### config.mk
export PLATFORM = sky130hd
export DESIGN_NAME = text_console_command_generator_unit_flat
export DESIGN_NICKNAME = d
export VERILOG_FILES = /design/src/rtl/tcc_pkg.sv /design/src/rtl/tcc_if.sv /design/src/rtl/tcc_decode.sv /design/src/rtl/tcc_emit.sv /design/src/rtl/text_console_command_generator_unit.sv /design/src/flat_wrapper.sv
export SDC_FILE = /design/constraint.sdc
export NUM_CORES = 1
export LEC_CHECK = 0
export BUFFER_PORTS_ARGS = -buffer_cell sky130_fd_sc_hd__buf_2
export CAP_MARGIN = 20
export CORE_AREA = 2 2 149 296
export CTS_CLUSTER_DIAMETER = 100
export DETAILED_ROUTE_END_ITERATION = 16
export DIE_AREA = 0 0 151 298
export GPL_ROUTABILITY_DRIVEN = 0
export PLACE_DENSITY = 0.42
export SYNTH_ARGS = -nofsm -noshare
export SYNTH_HDL_FRONTEND = slang
export SYNTH_HIERARCHICAL = 1
export SYNTH_MEMORY_MAX_BITS = 65536
export SYNTH_SLANG_ARGS = --single-unit
export TNS_END_PERCENT = 10
### constraint.sdc
create_clock -name clock -period 16.82 [get_ports clock]
set_input_delay 3.364 -clock clock [delete_from_list [all_inputs] [get_ports clock]]
set_output_delay 3.364 -clock clock [all_outputs]
set_load 0.01 [all_outputs]
### src/rtl/tcc_pkg.sv
package tcc_pkg;

   // Field widths of the channels.
   localparam int CHAR_W  = 8;
   localparam int CELL_W  = 8;
   localparam int OP_W    = 2;
   localparam int GROW_W  = 3;
   localparam int BITS_W  = 5;
   localparam int INDEX_W = 8;
   localparam int NUM_W   = 20;
   localparam int ROWS    = 7;

   // Command codes on the result channel.
   localparam logic [OP_W-1:0] OP_GLYPH  = 2'd0;
   localparam logic [OP_W-1:0] OP_CLEAR  = 2'd1;
   localparam logic [OP_W-1:0] OP_EOL    = 2'd2;
   localparam logic [OP_W-1:0] OP_SCROLL = 2'd3;

   // Register indexes of the configuration port.
   localparam logic [INDEX_W-1:0] REG_TEXT_COLUMNS = 8'd0;
   localparam logic [INDEX_W-1:0] REG_TEXT_LINES   = 8'd1;

   // Register reset values.
   localparam logic [CELL_W-1:0] COLUMNS_RESET = 8'd80;
   localparam logic [CELL_W-1:0] LINES_RESET   = 8'd25;

   // Special bytes.
   localparam logic [CHAR_W-1:0] CHAR_ESC  = 8'h1b;
   localparam logic [CHAR_W-1:0] CHAR_CR   = 8'h0d;
   localparam logic [CHAR_W-1:0] CHAR_LF   = 8'h0a;
   localparam logic [CHAR_W-1:0] CHAR_BS   = 8'h08;
   localparam logic [CHAR_W-1:0] CHAR_LBR  = 8'h5b;
   localparam logic [CHAR_W-1:0] CHAR_SEMI = 8'h3b;
   localparam logic [CHAR_W-1:0] CHAR_ZERO = 8'h30;
   localparam logic [CHAR_W-1:0] CHAR_NINE = 8'h39;
   localparam logic [CHAR_W-1:0] CHAR_J    = 8'h4a;
   localparam logic [CHAR_W-1:0] CHAR_H    = 8'h48;
   localparam logic [CHAR_W-1:0] CHAR_F    = 8'h66;
   localparam logic [CHAR_W-1:0] CHAR_K    = 8'h4b;
   localparam logic [CHAR_W-1:0] CHAR_LC_A = 8'h61;
   localparam logic [CHAR_W-1:0] CHAR_LC_Z = 8'h7a;
   localparam logic [CHAR_W-1:0] CASE_FOLD = 8'h20;

   // The decimal parameter stops growing once it exceeds this value.
   localparam logic [NUM_W-1:0] NUMBER_LIMIT = 20'd100000;

   // Emitter step numbers: glyph rows, then the tail slot.
   localparam logic [GROW_W-1:0] STEP_FIRST = 3'd0;
   localparam logic [GROW_W-1:0] STEP_LAST_ROW = 3'd6;
   localparam logic [GROW_W-1:0] STEP_TAIL = 3'd7;

   typedef logic [ROWS-1:0][BITS_W-1:0] rows_type;

   // One decoded item as handed from the decoder to the emitter.
   typedef struct packed {
      logic              valid;
      logic              glyph;
      rows_type          rows;
      logic              cmd;
      logic [OP_W-1:0]   cmd_op;
      logic [CELL_W-1:0] column;
      logic [CELL_W-1:0] line;
      logic              scroll;
   } job_type;

   function automatic rows_type pack_rows(input logic [BITS_W-1:0] r0,
                                          input logic [BITS_W-1:0] r1,
                                          input logic [BITS_W-1:0] r2,
                                          input logic [BITS_W-1:0] r3,
                                          input logic [BITS_W-1:0] r4,
                                          input logic [BITS_W-1:0] r5,
                                          input logic [BITS_W-1:0] r6);
      return {r6, r5, r4, r3, r2, r1, r0};
   endfunction

   // 5x7 font; row 0 is the top row, bit 4 the leftmost pixel.
   function automatic rows_type font_rows(input logic [CHAR_W-1:0] ch);
      logic [CHAR_W-1:0] c;
      rows_type          v;
      c = ch;
      if (ch >= CHAR_LC_A && ch <= CHAR_LC_Z) begin
         c = ch - CASE_FOLD;
      end
      case (c)
         "0": v = pack_rows(14, 17, 19, 21, 25, 17, 14);
         "1": v = pack_rows(4, 12, 4, 4, 4, 4, 14);
         "2": v = pack_rows(14, 17, 1, 2, 4, 8, 31);
         "3": v = pack_rows(30, 1, 1, 14, 1, 1, 30);
         "4": v = pack_rows(2, 6, 10, 18, 31, 2, 2);
         "5": v = pack_rows(31, 16, 16, 30, 1, 1, 30);
         "6": v = pack_rows(14, 16, 16, 30, 17, 17, 14);
         "7": v = pack_rows(31, 1, 2, 4, 8, 8, 8);
         "8": v = pack_rows(14, 17, 17, 14, 17, 17, 14);
         "9": v = pack_rows(14, 17, 17, 15, 1, 1, 14);
         "A": v = pack_rows(14, 17, 17, 31, 17, 17, 17);
         "B": v = pack_rows(30, 17, 17, 30, 17, 17, 30);
         "C": v = pack_rows(14, 17, 16, 16, 16, 17, 14);
         "D": v = pack_rows(30, 17, 17, 17, 17, 17, 30);
         "E": v = pack_rows(31, 16, 16, 30, 16, 16, 31);
         "F": v = pack_rows(31, 16, 16, 30, 16, 16, 16);
         "G": v = pack_rows(14, 17, 16, 23, 17, 17, 15);
         "H": v = pack_rows(17, 17, 17, 31, 17, 17, 17);
         "I": v = pack_rows(14, 4, 4, 4, 4, 4, 14);
         "J": v = pack_rows(7, 2, 2, 2, 18, 18, 12);
         "K": v = pack_rows(17, 18, 20, 24, 20, 18, 17);
         "L": v = pack_rows(16, 16, 16, 16, 16, 16, 31);
         "M": v = pack_rows(17, 27, 21, 21, 17, 17, 17);
         "N": v = pack_rows(17, 25, 25, 21, 19, 19, 17);
         "O": v = pack_rows(14, 17, 17, 17, 17, 17, 14);
         "P": v = pack_rows(30, 17, 17, 30, 16, 16, 16);
         "Q": v = pack_rows(14, 17, 17, 17, 21, 18, 13);
         "R": v = pack_rows(30, 17, 17, 30, 20, 18, 17);
         "S": v = pack_rows(15, 16, 16, 14, 1, 1, 30);
         "T": v = pack_rows(31, 4, 4, 4, 4, 4, 4);
         "U": v = pack_rows(17, 17, 17, 17, 17, 17, 14);
         "V": v = pack_rows(17, 17, 17, 17, 17, 10, 4);
         "W": v = pack_rows(17, 17, 17, 21, 21, 21, 10);
         "X": v = pack_rows(17, 17, 10, 4, 10, 17, 17);
         "Y": v = pack_rows(17, 17, 10, 4, 4, 4, 4);
         "Z": v = pack_rows(31, 1, 2, 4, 8, 16, 31);
         "-": v = pack_rows(0, 0, 0, 31, 0, 0, 0);
         "_": v = pack_rows(0, 0, 0, 0, 0, 0, 31);
         ".": v = pack_rows(0, 0, 0, 0, 0, 0, 4);
         ":": v = pack_rows(0, 0, 4, 0, 0, 4, 0);
         "/": v = pack_rows(1, 0, 16, 8, 4, 2, 1);
         ">": v = pack_rows(0, 0, 16, 8, 1, 0, 0);
         "<": v = pack_rows(0, 0, 1, 2, 16, 0, 0);
         "!": v = pack_rows(4, 4, 4, 4, 4, 4, 4);
         "?": v = pack_rows(14, 17, 1, 2, 0, 0, 4);
         default: v = '0;
      endcase
      return v;
   endfunction

endpackage

### src/rtl/tcc_if.sv
// Input channel: one text byte per item.
interface tcc_req_if import tcc_pkg::*; ();
   logic              valid;
   logic              ready;
   logic [CHAR_W-1:0] char_code;
   modport source (output valid, output char_code, input ready);
   modport sink   (input valid, input char_code, output ready);
endinterface

// Result channel: one display command per item.
interface tcc_rsp_if import tcc_pkg::*; ();
   logic              valid;
   logic              ready;
   logic [OP_W-1:0]   op;
   logic [CELL_W-1:0] cell_column;
   logic [CELL_W-1:0] cell_line;
   logic [GROW_W-1:0] pixel_row;
   logic [BITS_W-1:0] row_bits;
   logic              last;
   modport source (output valid, output op, output cell_column, output cell_line,
                   output pixel_row, output row_bits, output last, input ready);
   modport sink   (input valid, input op, input cell_column, input cell_line,
                   input pixel_row, input row_bits, input last, output ready);
endinterface

// Configuration write channel.
interface tcc_csr_if import tcc_pkg::*; ();
   logic               valid;
   logic               ready;
   logic [INDEX_W-1:0] index;
   logic [CELL_W-1:0]  data;
   modport source (output valid, output index, output data, input ready);
   modport sink   (input valid, input index, input data, output ready);
endinterface

### src/rtl/tcc_decode.sv
// Escape parser and cursor tracking. Decodes one accepted byte into a job
// for the emitter and updates the cursor and parser state on the same edge.
module tcc_decode import tcc_pkg::*; (
   input  logic              clock,
   input  logic              reset,
   input  logic              accept,
   input  logic [CHAR_W-1:0] char_code,
   input  logic [CELL_W-1:0] text_columns,
   input  logic [CELL_W-1:0] text_lines,
   output job_type           job
);

   localparam logic [1:0] PHASE_TEXT = 2'd0;
   localparam logic [1:0] PHASE_ESC  = 2'd1;
   localparam logic [1:0] PHASE_CSI  = 2'd2;

   logic [CELL_W-1:0] column_ff, column_in;
   logic [CELL_W-1:0] line_ff, line_in;
   logic [1:0]        phase_ff, phase_in;
   logic [NUM_W-1:0]  number_ff, number_in;

   // One extra bit: a line feed plus a forced wrap can step the line twice.
   logic [CELL_W:0] col_v;
   logic [CELL_W:0] line_v;
   logic            checks;
   logic            is_digit;

   assign is_digit = (char_code >= CHAR_ZERO) && (char_code <= CHAR_NINE);

   always_comb begin
      col_v     = {1'b0, column_ff};
      line_v    = {1'b0, line_ff};
      phase_in  = phase_ff;
      number_in = number_ff;
      checks    = 1'b0;
      job       = '0;
      case (phase_ff)
         PHASE_TEXT: begin
            if (char_code == CHAR_ESC) begin
               phase_in = PHASE_ESC;
            end else if (char_code == CHAR_CR) begin
               col_v = '0;
            end else begin
               checks = 1'b1;
               if (char_code == CHAR_LF) begin
                  col_v  = '0;
                  line_v = line_v + 1'b1;
               end else if (char_code == CHAR_BS) begin
                  if (column_ff != '0) begin
                     col_v = col_v - 1'b1;
                  end
               end else begin
                  job.glyph  = 1'b1;
                  job.rows   = font_rows(char_code);
                  job.column = column_ff;
                  job.line   = line_ff;
                  col_v      = col_v + 1'b1;
               end
            end
         end
         PHASE_ESC: begin
            if (char_code == CHAR_LBR) begin
               phase_in  = PHASE_CSI;
               number_in = '0;
            end else begin
               phase_in = PHASE_TEXT;
            end
         end
         default: begin
            // Inside a control sequence.
            if (is_digit) begin
               if (number_ff <= NUMBER_LIMIT) begin
                  number_in = (number_ff << 3) + (number_ff << 1)
                            + {{(NUM_W-4){1'b0}}, char_code[3:0]};
               end
            end else if (char_code != CHAR_SEMI) begin
               if (char_code == CHAR_J) begin
                  if (number_ff == NUM_W'(0) || number_ff == NUM_W'(2)) begin
                     job.cmd    = 1'b1;
                     job.cmd_op = OP_CLEAR;
                     col_v      = '0;
                     line_v     = '0;
                  end
               end else if (char_code == CHAR_H || char_code == CHAR_F) begin
                  col_v  = '0;
                  line_v = '0;
               end else if (char_code == CHAR_K) begin
                  job.cmd    = 1'b1;
                  job.cmd_op = OP_EOL;
                  job.column = column_ff;
                  job.line   = line_ff;
               end
               phase_in  = PHASE_TEXT;
               number_in = '0;
            end
         end
      endcase

      // Column wrap, then scroll at the bottom line.
      if (checks) begin
         if (col_v >= {1'b0, text_columns}) begin
            col_v  = '0;
            line_v = line_v + 1'b1;
         end
         if (line_v >= {1'b0, text_lines}) begin
            job.scroll = 1'b1;
            line_v     = (text_lines != '0) ? ({1'b0, text_lines} - 1'b1) : '0;
         end
      end
      job.valid = job.glyph | job.cmd | job.scroll;
      column_in = col_v[CELL_W-1:0];
      line_in   = line_v[CELL_W-1:0];
   end

   always_ff @(posedge clock) begin
      if (reset) begin
         column_ff <= '0;
         line_ff   <= '0;
         phase_ff  <= PHASE_TEXT;
         number_ff <= '0;
      end else if (accept) begin
         column_ff <= column_in;
         line_ff   <= line_in;
         phase_ff  <= phase_in;
         number_ff <= number_in;
      end
   end

endmodule

### src/rtl/tcc_emit.sv
// Holds one decoded job and plays it out as commands into the output
// register, one per cycle unless the receiver stalls it. Glyph rows come
// first, then the tail slot carries a scroll or a single escape command.
module tcc_emit import tcc_pkg::*; (
   input  logic    clock,
   input  logic    reset,
   input  logic    load,
   input  job_type job_new,
   output logic    can_take,
   tcc_rsp_if.source rsp
);

   job_type           job_ff, job_in;
   logic [GROW_W-1:0] step_ff, step_in;
   logic              out_valid_ff, out_valid_in;
   logic [OP_W-1:0]   op_ff, op_in;
   logic [CELL_W-1:0] col_ff, col_in;
   logic [CELL_W-1:0] line_ff, line_in;
   logic [GROW_W-1:0] grow_ff, grow_in;
   logic [BITS_W-1:0] bits_ff, bits_in;
   logic              last_ff, last_in;
   logic              advance;
   logic              done;

   // A command moves out when the output register is free or being drained.
   assign advance  = job_ff.valid && (!out_valid_ff || rsp.ready);
   assign done     = advance && last_in;
   assign can_take = !job_ff.valid || done;

   // Command for the current step.
   always_comb begin
      op_in   = OP_GLYPH;
      col_in  = job_ff.column;
      line_in = job_ff.line;
      grow_in = step_ff;
      bits_in = job_ff.rows[step_ff];
      last_in = (step_ff == STEP_LAST_ROW) && !job_ff.scroll;
      if (step_ff == STEP_TAIL) begin
         grow_in = '0;
         bits_in = '0;
         last_in = 1'b1;
         if (job_ff.cmd) begin
            op_in = job_ff.cmd_op;
         end else begin
            op_in   = OP_SCROLL;
            col_in  = '0;
            line_in = '0;
         end
      end
   end

   // Job register and step counter.
   always_comb begin
      job_in  = job_ff;
      step_in = step_ff;
      if (load) begin
         job_in  = job_new;
         step_in = job_new.glyph ? STEP_FIRST : STEP_TAIL;
      end else if (done) begin
         job_in.valid = 1'b0;
      end else if (advance) begin
         step_in = step_ff + 1'b1;
      end
   end

   assign out_valid_in = advance | (out_valid_ff & ~rsp.ready);

   always_ff @(posedge clock) begin
      if (reset) begin
         job_ff.valid <= 1'b0;
         out_valid_ff <= 1'b0;
      end else begin
         job_ff.valid <= job_in.valid;
         out_valid_ff <= out_valid_in;
      end
      job_ff.glyph  <= job_in.glyph;
      job_ff.rows   <= job_in.rows;
      job_ff.cmd    <= job_in.cmd;
      job_ff.cmd_op <= job_in.cmd_op;
      job_ff.column <= job_in.column;
      job_ff.line   <= job_in.line;
      job_ff.scroll <= job_in.scroll;
      step_ff       <= step_in;
      if (advance) begin
         op_ff   <= op_in;
         col_ff  <= col_in;
         line_ff <= line_in;
         grow_ff <= grow_in;
         bits_ff <= bits_in;
         last_ff <= last_in;
      end
   end

   assign rsp.valid       = out_valid_ff;
   assign rsp.op          = op_ff;
   assign rsp.cell_column = col_ff;
   assign rsp.cell_line   = line_ff;
   assign rsp.pixel_row   = grow_ff;
   assign rsp.row_bits    = bits_ff;
   assign rsp.last        = last_ff;

endmodule

### src/rtl/text_console_command_generator_unit.sv
// Text console command generator. Each byte on the req channel is parsed
// against the cursor and a small ANSI escape subset (CR, LF, backspace,
// ESC [ n J, H, f, K), and the display commands it causes appear on the rsp
// channel, the final one of each byte flagged by last. A drawn byte gives
// its seven glyph rows, followed by a scroll when it also scrolls; a byte
// that causes a single command gives that one, and a silent byte is taken
// with no result. The single result port hands out one command per cycle
// while the receiver keeps up. The next byte is decoded and accepted in the
// cycle its predecessor's last command moves to the output register, so
// bytes follow without gaps. text_columns and text_lines are written on the
// csr channel (index 0 and 1); the user must do so only while no byte is in
// flight; the block does not enforce it. The write channel is always ready.
module text_console_command_generator_unit import tcc_pkg::*; (
   input logic       clock,
   input logic       reset,
   tcc_req_if.sink   req_chan,
   tcc_rsp_if.source rsp_chan,
   tcc_csr_if.sink   csr_chan
);

   logic [CELL_W-1:0] columns_ff;
   logic [CELL_W-1:0] lines_ff;
   logic              can_take;
   logic              accept;
   job_type           job;

   assign csr_chan.ready = 1'b1;
   assign req_chan.ready = can_take;
   assign accept         = req_chan.valid && can_take;

   // Configuration registers.
   always_ff @(posedge clock) begin
      if (reset) begin
         columns_ff <= COLUMNS_RESET;
         lines_ff   <= LINES_RESET;
      end else if (csr_chan.valid) begin
         if (csr_chan.index == REG_TEXT_COLUMNS) begin
            columns_ff <= csr_chan.data;
         end
         if (csr_chan.index == REG_TEXT_LINES) begin
            lines_ff <= csr_chan.data;
         end
      end
   end

   tcc_decode u_decode (
      .clock        (clock),
      .reset        (reset),
      .accept       (accept),
      .char_code    (req_chan.char_code),
      .text_columns (columns_ff),
      .text_lines   (lines_ff),
      .job          (job)
   );

   tcc_emit u_emit (
      .clock    (clock),
      .reset    (reset),
      .load     (accept && job.valid),
      .job_new  (job),
      .can_take (can_take),
      .rsp      (rsp_chan)
   );

endmodule

### src/flat_wrapper.sv
// flat-port wrapper written by rule: the top's interface ports become plain ports
module text_console_command_generator_unit_flat import tcc_pkg::*;
  (clock, reset, req_chan_valid, req_chan_char_code, req_chan_ready, rsp_chan_valid, rsp_chan_op, rsp_chan_cell_column, rsp_chan_cell_line, rsp_chan_pixel_row, rsp_chan_row_bits, rsp_chan_last, rsp_chan_ready, csr_chan_valid, csr_chan_index, csr_chan_data, csr_chan_ready);
  tcc_req_if req_chan_i ();
  tcc_rsp_if rsp_chan_i ();
  tcc_csr_if csr_chan_i ();
  input logic clock;
  input logic reset;
  input wire logic [$bits(req_chan_i.valid)-1:0] req_chan_valid;
  input wire logic [$bits(req_chan_i.char_code)-1:0] req_chan_char_code;
  output wire logic [$bits(req_chan_i.ready)-1:0] req_chan_ready;
  output wire logic [$bits(rsp_chan_i.valid)-1:0] rsp_chan_valid;
  output wire logic [$bits(rsp_chan_i.op)-1:0] rsp_chan_op;
  output wire logic [$bits(rsp_chan_i.cell_column)-1:0] rsp_chan_cell_column;
  output wire logic [$bits(rsp_chan_i.cell_line)-1:0] rsp_chan_cell_line;
  output wire logic [$bits(rsp_chan_i.pixel_row)-1:0] rsp_chan_pixel_row;
  output wire logic [$bits(rsp_chan_i.row_bits)-1:0] rsp_chan_row_bits;
  output wire logic [$bits(rsp_chan_i.last)-1:0] rsp_chan_last;
  input wire logic [$bits(rsp_chan_i.ready)-1:0] rsp_chan_ready;
  input wire logic [$bits(csr_chan_i.valid)-1:0] csr_chan_valid;
  input wire logic [$bits(csr_chan_i.index)-1:0] csr_chan_index;
  input wire logic [$bits(csr_chan_i.data)-1:0] csr_chan_data;
  output wire logic [$bits(csr_chan_i.ready)-1:0] csr_chan_ready;
  assign req_chan_i.valid = req_chan_valid;
  assign req_chan_i.char_code = req_chan_char_code;
  assign req_chan_ready = req_chan_i.ready;
  assign rsp_chan_valid = rsp_chan_i.valid;
  assign rsp_chan_op = rsp_chan_i.op;
  assign rsp_chan_cell_column = rsp_chan_i.cell_column;
  assign rsp_chan_cell_line = rsp_chan_i.cell_line;
  assign rsp_chan_pixel_row = rsp_chan_i.pixel_row;
  assign rsp_chan_row_bits = rsp_chan_i.row_bits;
  assign rsp_chan_last = rsp_chan_i.last;
  assign rsp_chan_i.ready = rsp_chan_ready;
  assign csr_chan_i.valid = csr_chan_valid;
  assign csr_chan_i.index = csr_chan_index;
  assign csr_chan_i.data = csr_chan_data;
  assign csr_chan_ready = csr_chan_i.ready;
  text_console_command_generator_unit u_core (.clock(clock), .reset(reset), .req_chan(req_chan_i), .rsp_chan(rsp_chan_i), .csr_chan(csr_chan_i));
endmodule
==> metrics.md <==
| Metric | Value |
|---|---|
| Outcome | completed |
| Synth area leader | edfxtp_1 |
| Rows | 107 |
| Hold crit path type | flip-flop to flip-flop |
| Initial antenna violation count | 0 |
| Ys async rst share | 0% |
| Drt first pass iters | 5 |
| Static leakage | 4.50 nW |
| Normalized max-slew margin | 24.2% |
| Net Sw Power | 0.374 mW |
| CTS buffer count | 17 |
| Arr. time, crit path | 10680 ps |
| Crit-path max cell delay | 770 ps |
| Multi-input gate area | 0.00633 mm^2 |
| Top_reg_cell synth | edfxtp_1 |
| Post-synth top area share | 24.2% |
| Slew Limit Fails | 0 |
| Int Pwr | 0.746 mW |
| Vias in the first global route | 9637 |
| EDFF count, synth | 85 |
| Post-CTS setup buffers | 0 |
| HPWL after detailed placement | 27000 um |
| Final wirelength | 35400 um |
| Buffers added on ports | 57 |
| Core ar. | 0.0426 mm^2 |
| Worst Setup Start Kind | input pin |
| M1 WL | 12700 um |
| Initial Utilization | 24.8% |
| First-pass GRT wire length | 55000 um |
| Vias per inst | 5.19 |
| Hold Vio Cnt, Final | 0 |
| Met2 Wirelength | 19500 um |
| Final setup fails | 0 |
| Sequential power share | 41.8% |
| Routed met3 length | 1110 um |
| Critical Path RT | 16920 ps |
| Final Instance Area | 0.0119 mm^2 |
| Combinational power share | 25.5% |
| # Max-Cap Violations | 0 |
| IO Pins | 59 |
| Synth warn | 6 |
| Power density over the cells | 94.2 mW/mm^2 |
| Post-route ant nets | 0 |
| Resized Gates After CTS | 0 |
| Post-DP Area | 0.0113 mm^2 |
| Highest-count cells in the layout ignoring fill and taps | nor2_1 (124), a21oi_1 (103), nand2_1 (97) |
| Mapped Nets | 1323 |
| Layout fillers | 4571 |
| Via count | 9348 |
| Highest routed layer | met4 |
| Die area | 0.0450 mm^2 |
| Post-Syn Area | 0.0106 mm^2 |
| CP max stage cell | nor4b_1 |
| FF+latch area | 0.00367 mm^2 |
| H-Tree Depth | 4 |
| Clock power frac | 32.7% |
| Avg WL per Cell | 19.7 um |
| Worst-Margin Slew | 1140 ps |
| Setup CP Type | input pin to flip-flop |
| Clk Tree Root Cell | clkbuf_16 |
| Worst-case clock buffer depth | 2 |
| Max Freq | 94.6 MHz |
| Commonest non-fill, non-tap cell in the layout | nor2_1 |
| Setup TNS Final | 0 ps |
| Worst ir drop on vdd | 0.0000551 V |
| Largest net degree at the start of global routing | 61 |
| CP max FO | 54 |
| Synth unique cells | 98 |
| Clock sinks | 141 |
| Overflow after GRT | 0 |
| Layout cell share with drive strength beyond 1 | 12.6% |
| Chip Width | 151 um |
| Cells after Synth | 1223 |
| Synth-to-Final Area Change | 12.5% |
| Syn_area_per_cell | 8.63 um^2 |
| Minimum clock period after layout | 10580 ps |
| Seq/Total Area, Yosys | 34.8% |
| Most common cell on crit path | ha_1 |
| Net Sw Frac | 33.4% |
| # DRC | 0 |
| CP endpoint kind | flip-flop |
| Iter 0 DRT Violations | 862 |
| CTS hold repair buffers | 0 |
| Top post-synthesis cells by area | edfxtp_1 (24%), dfxtp_1 (11%), ha_1 (8.2%) |
| Worst Skew | 14.6 ps |
| Final #Nets | 1343 |
| Die Y | 298 um |
| Crit share post-route | 62.9% |
| FF+latch count, synth | 141 |
| RSZ-0062 raised after global routing | no |
| GRT Util Overall | 16.0% |
| CTS tree | yes |
| Reg clk slew, reported paths | 70 ps |
| Worst-skew pair later-pin latency | 440 ps |
synthesized netlist by cell type (6+ instances only):
| cell type | instances |
|---|---|
| xor2_1 | 6 |
| a21oi_1 | 103 |
| o22ai_1 | 7 |
| or3_1 | 10 |
| nand3_1 | 28 |
| xnor2_1 | 22 |
| nor3_1 | 40 |
| a31oi_1 | 17 |
| ha_1 | 69 |
| o21ai_0 | 79 |
| o211ai_1 | 17 |
| o221ai_1 | 7 |
| inv_1 | 45 |
| edfxtp_1 | 85 |
| nand4_1 | 11 |
| a22oi_1 | 12 |
| mux2i_1 | 27 |
| dfxtp_1 | 56 |
| and2_1 | 25 |
| a21boi_0 | 7 |
| and3_1 | 12 |
| nor4_1 | 10 |
| nand2b_1 | 32 |
| clkbuf_1 | 57 |
| a211oi_1 | 13 |
| buf_1 | 6 |
| o31ai_1 | 10 |
| nor2_1 | 124 |
| nand2_1 | 97 |
| a21o_1 | 10 |
| nor2b_1 | 24 |
| o21a_1 | 10 |
registers in the layout, summed over array words and instances (netlist names):
name	cells
u_core/u_emit/job_ff	56
u_core/u_decode/number_ff	20
u_core/columns_ff	8
u_core/lines_ff	8
u_core/u_decode/column_ff	8
u_core/u_decode/line_ff	8
u_core/u_emit/rsp.cell_column	8
u_core/u_emit/rsp.cell_line	8
u_core/u_emit/rsp.row_bits	5
u_core/u_emit/rsp.pixel_row	3
u_core/u_emit/step_ff	3
u_core/u_decode/phase_ff	2
u_core/u_emit/rsp.op	2
u_core/u_emit/rsp.last	1
u_core/u_emit/rsp.valid	1
final cells by class:
class / instances / area share [%]
clock inverter: 12 / 0.832
tap: 545 / 5.74
multi-input combinational: 957 / 53.3
sequential: 141 / 30.9
antenna: 1 / 0.0211
timing repair buffer: 79 / 3.79
clock buffer: 20 / 3.95
inverter: 47 / 1.48
per-layer routing:
layer	track usage [%]	up-vias
met1	15.8	4475
met2	30.3	227
met4	9.97	0
met3	2.14	91
li1	-	4555
met5	0	-
cells by family after synthesis:
family / share of synthesized area, %
other: 0.0355
DFF: 34.8
xor gates and xnor gates: 2.32
adders and majority gates: 8.56
AOI/OAI and AO/OA: 21.5
and+or+nand+nor: 22.8
buffers and inverters: 5.36
muxes: 4.59
critical path: cells and delay by family:
family / cells / cell delay, ps
compound gates: 10 / 2460
fa+ha+maj: 3 / 770
buf+inv: 4 / 990
simple gates: 9 / 3030
through the flow:
stage / util, % / power [mW] / std cells / setup WS [ps] / hold WS (ps)
6_report: 27.9 / 1.12 / 1802 / 6240 / 477
5_1_grt: 27.9 / 1.18 / 1801 / 5580 / 504
4_1_cts: 27.9 / 1.14 / 1801 / 6290 / 482
3_5_place_dp: 26.6 / 0.764 / 1769 / 5840 / 471
3_3_place_gp: 26.6 / 0.763 / 1769 / 5980 / 466
2_1_floorplan: - / 0.666 / 1223 / 6410 / 448
power by group through the flow:
stage,Combinational (mW),Clock (mW),Sequential (mW)
final,0.286,0.366,0.468
after global routing,0.314,0.391,0.476
after CTS,0.287,0.378,0.470
after detailed placement,0.286,0,0.478
after global placement,0.286,0,0.477
after floorplan,0.202,0,0.464
worst paths after layout:
check                                        to                                      start  slack (ps)  cells after the start
max          u_core/u_emit/job_ff[50]$_DFFE_PP_                      req_chan_char_code[0]        6240                     26
min           u_core/columns_ff[5]$_SDFFE_PP0P_          u_core/columns_ff[5]$_SDFFE_PP0P_         480                      2
max reg2reg  u_core/u_emit/job_ff[50]$_DFFE_PP_  u_core/u_decode/column_ff[5]$_SDFFE_PP0P_        9820                     22
min reg2reg   u_core/columns_ff[5]$_SDFFE_PP0P_          u_core/columns_ff[5]$_SDFFE_PP0P_         480                      2
(Power assumes the default switching activity.)
